<file path="src/rtl/pdg_pkg.sv">
// Shared widths for the point deduplication and global numbering block.
`default_nettype none
package pdg_pkg;
    localparam int IDX_W = 6;   // point index / unique id width
    localparam int CNT_W = 7;   // point count / unique count width
    localparam int TOL_W = 31;  // tolerance register width
endpackage
`default_nettype wire

</file>
<file path="src/rtl/pdg_cell.sv">
// One cell of the sorting chain: holds one point, inserts in order, shifts out to the left.
`default_nettype none
module pdg_cell #(
    parameter int COORD_WIDTH = 32
) (
    input  wire logic                     aclk,
    input  wire logic                     aresetn,
    input  wire logic                     ins_en,
    input  wire logic                     shift_en,
    input  wire logic [COORD_WIDTH-1:0]   new_x,
    input  wire logic [COORD_WIDTH-1:0]   new_z,
    input  wire logic [pdg_pkg::IDX_W-1:0] new_idx,
    input  wire logic [COORD_WIDTH-1:0]   left_x,
    input  wire logic [COORD_WIDTH-1:0]   left_z,
    input  wire logic [pdg_pkg::IDX_W-1:0] left_idx,
    input  wire logic                     left_vld,
    input  wire logic                     left_gt,
    input  wire logic [COORD_WIDTH-1:0]   right_x,
    input  wire logic [COORD_WIDTH-1:0]   right_z,
    input  wire logic [pdg_pkg::IDX_W-1:0] right_idx,
    input  wire logic                     right_vld,
    output logic [COORD_WIDTH-1:0]        key_x,
    output logic [COORD_WIDTH-1:0]        key_z,
    output logic [pdg_pkg::IDX_W-1:0]     key_idx,
    output logic                          key_vld,
    output logic                          gt
);
    logic [COORD_WIDTH-1:0]    x_reg, z_reg;
    logic [pdg_pkg::IDX_W-1:0] idx_reg;
    logic                      vld_reg;
    logic                      new_lt;

    // new point sorts strictly before this one (signed x, then signed z)
    assign new_lt = ($signed(new_x) < $signed(x_reg)) ||
                    ((new_x == x_reg) && ($signed(new_z) < $signed(z_reg)));
    // an empty cell acts as +infinity
    assign gt = !vld_reg || new_lt;

    // valid bit
    always_ff @(posedge aclk) begin
        if (!aresetn) begin
            vld_reg <= 1'b0;
        end else if (shift_en) begin
            vld_reg <= right_vld;
        end else if (ins_en && gt) begin
            vld_reg <= left_gt ? left_vld : 1'b1;
        end
    end

    // payload
    always_ff @(posedge aclk) begin
        if (shift_en) begin
            x_reg   <= right_x;
            z_reg   <= right_z;
            idx_reg <= right_idx;
        end else if (ins_en && gt) begin
            if (left_gt) begin
                x_reg   <= left_x;
                z_reg   <= left_z;
                idx_reg <= left_idx;
            end else begin
                x_reg   <= new_x;
                z_reg   <= new_z;
                idx_reg <= new_idx;
            end
        end
    end

    assign key_x   = x_reg;
    assign key_z   = z_reg;
    assign key_idx = idx_reg;
    assign key_vld = vld_reg;
endmodule
`default_nettype wire

</file>
<file path="config.mk">
export PLATFORM = sky130hd
export DESIGN_NAME = pdg_cell
export DESIGN_NICKNAME = d
export VERILOG_FILES = /design/src/rtl/pdg_pkg.sv /design/src/rtl/pdg_cell.sv
export SDC_FILE = /design/constraint.sdc
export NUM_CORES = 1
export LEC_CHECK = 0
export BUFFER_PORTS_ARGS = -buffer_cell sky130_fd_sc_hd__buf_2
export CAP_MARGIN = 30
export CORE_MARGIN = 1
export CORE_UTILIZATION = 41
export CTS_CLUSTER_SIZE = 8
export DETAILED_ROUTE_END_ITERATION = 10
export GPL_TIMING_DRIVEN = 1
export PLACE_DENSITY_LB_ADDON = 0.12
export SKIP_LAST_GASP = 1
export SLEW_MARGIN = 20
export SYNTH_ARGS = -nofsm -noshare
export SYNTH_HDL_FRONTEND = slang
export SYNTH_SLANG_ARGS = --single-unit
</file>
<file path="constraint.sdc">
create_clock -name aclk -period 6.35 [get_ports aclk]
set_input_delay 0 -clock aclk [delete_from_list [all_inputs] [get_ports aclk]]
set_output_delay 0 -clock aclk [all_outputs]
set_load 0.01 [all_outputs]
</file>
Yosys cells after proc, flatten, opt, wreduce, memory -nomap -nowiden
Index checks and enable logic that the tools add are counted.
W data, S select, Z words.
Storage, ports and cells
  input bits: 217
  register bits: 71
  logic and storage cells: 25
  output and inout bits: 72
Cells by class
  reduce and logical (&&, ||, !) cells: 6
  muxes and demuxes: 12
  equality and inequality tests: 1
  $lt $le $gt $ge: 2
Operators with widths (number)
  $mux W32: 6
  $lt A32 B32 Y1: 2
  $eq A32 B32 Y1: 1
  $mux W6: 3
  $mux W1: 3
  $logic_and A1 B1 Y1: 2
  $logic_or A1 B1 Y1: 2
  $reduce_bool A2 Y1: 1
  $logic_not A1 Y1: 1

Depth between registers and ports, before layout
  word-level depth: 7
  mapped depth: 9
  mapped depth without buffers: 9

Worst setup path after synthesis
Ideal clock, no wire load.
  kind: register to register
  from: register x_reg[31], in the netlist key_x[31]
  to: register idx_reg (netlist bit key_idx[0]) (enable)
  arrival: 5.679 ns
  path buffers: 0
  cell stages (with the launch flop): 9
  clock period less this slack: 6.219 ns
  library setup time: 0.540 ns
  path slack: 0.131 ns
  required time: 5.810 ns
  path through: edfxtp_1 inv_1 ha_1 nand4_1 nor4_1 o311ai_1 a21o_1 and3_1 a31oi_1
On the way
  longest elaborated chain between the ends: 6
  elaborated cells between the ends (all ways): 7
  those cells by class: order compare: 1; eq/ne: 1; reduce/logical: 5
RTL lines
  start: declaration: line pdg_cell.sv:28  | logic [COORD_WIDTH-1:0] x_reg, z_reg;
  start signal: assignment: line pdg_cell.sv:53  | x_reg <= right_x;
  start signal: assignment: line pdg_cell.sv:58  | x_reg <= left_x;
  start signal: assignment: line pdg_cell.sv:62  | x_reg <= new_x;
  parallel branches: the longest is 2 deep, another holds $lt A32 B32 Y1
  $logic_or A1 B1 Y1 (*): line pdg_cell.sv:34  | assign new_lt = ($signed(new_x) < $signed(x_reg)) ||
  $logic_or A1 B1 Y1 (*): line pdg_cell.sv:37  | assign gt = !vld_reg || new_lt;
  $logic_and A1 B1 Y1 (*): line pdg_cell.sv:56  | end else if (ins_en && gt) begin
  $reduce_bool A2 Y1 (no source line) (*)
  end signal: assignment: line pdg_cell.sv:55  | idx_reg <= right_idx;
  end signal: assignment: line pdg_cell.sv:60  | idx_reg <= left_idx;
  end signal: assignment: line pdg_cell.sv:64  | idx_reg <= new_idx;
  end: declaration: line pdg_cell.sv:29  | logic [pdg_pkg::IDX_W-1:0] idx_reg;
Mark *: on every way between the ends.
A chain may end at the register's enable or synchronous reset.

Worst setup path after layout
  from: register x_reg[31], in the netlist key_x[31]
  to: register x_reg[15], in the netlist key_x[15] (enable)
On the way
  longest elaborated chain between the ends: 6
  elaborated cells between the ends (all ways): 7
  those cells by class: order compare: 1; eq/ne: 1; reduce/logical: 5
RTL lines (line)
  parallel branches: the longest is 2 deep, another holds $lt A32 B32 Y1
  $logic_or A1 B1 Y1 (*): pdg_cell.sv:34
  $logic_or A1 B1 Y1 (*): pdg_cell.sv:37
  $logic_and A1 B1 Y1 (*): pdg_cell.sv:56
  $reduce_bool A2 Y1 (no source line) (*)
Marked as above.

==> impl_metrics.ini <==
[status]
outcome = finished clean

[routing]
wl_per_cell_um = 15.1
post_drt_via_cell_ratio = 4.92
vias_after_detailed_routing = 5233
route.final.wire_length_um = 16100
initialDrtViolationCount = 163
drcViolationCount = 0
antenna_violating_nets_left = 0
drtPass1Iterations = 4

[die]
floorplan.initialDensity_pct = 42.8
chip_width_um = 115
number_of_rows_created_at_floorplan = 40
placeableCoreArea_um2 = 12200
ioPinCount = 289
fp.dieArea_um2 = 13200
die_h_um = 115

[critical_path]
startpoint_type = register
cp-end-kind = register
worst-r2r-cell-count = 11
setup.worst_path.start = key_x[31]
worstPathRequired_ns = 6.31
cp.arrival_ns = 3.72
endpoint = key_x[15]
setup.reg_to_reg.worst_slack_ns = 2.60
crit_type = reg2reg
critical_path.reg2reg.endpoint = key_x[15]
worst_path_largest_cell_delay_ns = 0.54
crit_path_max_fanout = 42
timing.rr.start = key_x[31]
timing.critical_path.cells = inv_1 > ha_1 > nand4_1 > nor4_1 > nand2_1 > nor3_1 > and2_1 > mux2i_1 > a31oi_4 > buf_16 > buf_4
worst_path_max_delay_cell = sky130_fd_sc_hd__nor4_1

[grt]
via_count_of_the_first_global_routing_pass = 5334
grt_pass1_wl_um = 25300
grt_start_max_net_pins = 91
groute.usage.overall_pct = 24.7
top_usage_layer = met2
gr-usage-met1_pct = 27.2
grt_antenna_before_repair = 0
gr_util_met2_pct = 45.7
grt_overflow = 0
global_route.usage.met3_pct = 5.22

[synth]
synth.top_cells.by_area = sky130_fd_sc_hd__edfxtp_1 40%, sky130_fd_sc_hd__ha_1 15%, sky130_fd_sc_hd__mux2i_1 14%, sky130_fd_sc_hd__o21ai_0 7.7%, sky130_fd_sc_hd__nand2_1 6.5%
synth_top_cell_by_area = sky130_fd_sc_hd__edfxtp_1
synthesis.instances = 550
synth.top_cell.area_share_pct = 40.3
synthesis.nets = 830
synth-seq-area-share_pct = 40.6
synth_edf_count = 70
synthArstFlopShare_pct = 0
mean_area_per_synthesized_cell_um2 = 9.49
yosysWarnings = 0
synth_top_flop_cell = sky130_fd_sc_hd__edfxtp_1
synth_cell_types = 36
syn_area_um2 = 5220
yosys_register_bits = 71
most_frequent_cell_after_synthesis = sky130_fd_sc_hd__nand2_1
netlist_top_cells_count = 90 x sky130_fd_sc_hd__nand2_1, 80 x sky130_fd_sc_hd__o21ai_0, 72 x sky130_fd_sc_hd__mux2i_1, 70 x sky130_fd_sc_hd__edfxtp_1, 68 x sky130_fd_sc_hd__inv_1

[layout]
layout.cells.non_filler = 1064
multi_input_combinational_cell_area_um2 = 2770
area.growth.synth_to_final_pct = 48.2
num-fill-cells = 1065
finish.net_count = 1173
antenna_fix_cells = 0
drive_gt1_share_pct = 34.0
sequential_standard_cell_area_um2 = 2120

[clock_network]
clock-root-buffer = sky130_fd_sc_hd__clkbuf_16
worstSkewPairLatency_ns = 0.33
cts.reportedPaths.clkPinSlew_ns = 0.05
tritoncts = done
clock_sink_count = 71
cts_buffers = 9
ctsLongestPathBuffers = 2
cts.htree.levels = 3

[timing]
grt_setup_unrepaired = no
finalSetupViolations = 0
maxSlewViolCount = 0
fin_setup_tns_ns = 0
max_freq_mhz = 266
max_slew.worst_pin.slew_ns = 0.766
fin_skew_ns = 0.00383
final_hold_vios = 0
post-route-min-period_ns = 3.75
fin_crit_sh_pct = 59.1
maxSlewHeadroom_pct = 48.9

[placed_design]
dp.final_hpwl_um = 12400
place.detailed.instances = 985
gpl.final_weighted_congestion = 0.762
portBuffers = 288

[pwr]
pwr_density_cell_nw_per_um2 = 195
p_leak_uw = 0.00398
vdd_ir_drop_max_v = 0.000102

[flow_run]
maxCapViolCount = 0

[worst_hold_path]
worstHoldPathType = in2reg
## worst max-delay path, delay by kind of cell (launching register included)
kind                       cells  cell delay (ns)
and+or+nand+nor                5             1.35
buffers and inverters          3             0.76
AOI/OAI and AO/OA              1             0.45
DFF                            1             0.34
adders and majority gates      1             0.33
muxes                          1             0.12
## report_power, final
group | switching [uW] | internal, uW | leakage (uW)
registers | 26.3 | 587 | 0.000726
logic | 244 | 216 | 0.00314
clock network | 176 | 257 | 0.000120
## what timing repair did
action                                 CTS  global route
endpoints found under the hold margin   63             0
setup buffers                            0             0
hold buffers                            64             0
gates resized for setup                  0             0
## metal layers
layer,wire [um],up-vias,part of all wire (%)
met5,0,-,0
met4,388,0,2.4
met3,1060,30,6.6
met2,8040,203,50
met1,6570,2342,41
li1,-,2658,-
## final cells by class
class / instances / area share [%]
inverters: 68 / 3.30
clock inverters: 3 / 0.162
flip-flops and latches: 71 / 27.4
multi-input cells: 387 / 35.8
clock buffers: 11 / 3.01
repair buffers: 356 / 27.6
well taps: 168 / 2.72
## through the flow
stage                     hold slack (ns)  total power (uW)  worst slack, ns  area (um2)  utilization, %
after global placement              0.265              1040             2.50        6830            55.9
after CTS                         0.00311              1520             2.29        7710            63.1
after global routing               0.0116              1600             2.26        7740            63.4
after detailed placement            0.256              1050             2.31        6830            55.9
final                             0.00829              1510             2.60        7740            63.4
after floorplan                     0.142               858            0.131        5220               -
## how the worst min path moves through the flow
stage / cells after the start / from / to
6_report: 3 / right_z[16] / key_z[16]
5_1_grt: 3 / right_x[31] / key_x[31]
3_5_place_dp: 3 / aresetn / key_vld
2_1_floorplan: 2 / aresetn / key_vld
3_3_place_gp: 3 / aresetn / key_vld
4_1_cts: 3 / right_z[16] / key_z[16]
## sequential cells by signal, indices dropped and copies added (netlist names)
| signal | cells |
|---|---|
| key_x | 32 |
| key_idx | 6 |
| key_vld | 1 |
| key_z | 32 |
## cell usage in the layout (no fill, tap or decap), types with 2 or more instances in the layout
cell                            synthesis  final
sky130_fd_sc_hd__a21o_1                 5      5
sky130_fd_sc_hd__a21oi_1               23     23
sky130_fd_sc_hd__a221oi_1               2      2
sky130_fd_sc_hd__a311oi_1               3      3
sky130_fd_sc_hd__buf_2                  0    286
sky130_fd_sc_hd__buf_4                  0      5
sky130_fd_sc_hd__clkbuf_1              16      2
sky130_fd_sc_hd__clkbuf_16              0      9
sky130_fd_sc_hd__clkinv_1               0      2
sky130_fd_sc_hd__dlygate4sd3_1          0     64
sky130_fd_sc_hd__edfxtp_1              70     70
sky130_fd_sc_hd__ha_1                  63     63
sky130_fd_sc_hd__inv_1                 68     68
sky130_fd_sc_hd__mux2i_1               72     72
sky130_fd_sc_hd__nand2_1               90     90
sky130_fd_sc_hd__nand2b_1               2      2
sky130_fd_sc_hd__nand3_1                6      6
sky130_fd_sc_hd__nand4_1               11     11
sky130_fd_sc_hd__nor2_1                 7      7
sky130_fd_sc_hd__nor3_1                 3      3
sky130_fd_sc_hd__nor4_1                 2      2
sky130_fd_sc_hd__o21ai_0               80     80
sky130_fd_sc_hd__o21ai_1                2      2
## logic make-up (layout without fill, tap and decap cells)
logic type,after synthesis,after routing,share of synthesized area (%)
flops,71,71,40.6
compound gates,127,127,13.7
fa+ha+maj,63,63,15.1
mux,72,72,13.8
buf+inv,92,438,6.61
simple gates,125,125,10.2
Power figures use the tool's default switching activity.
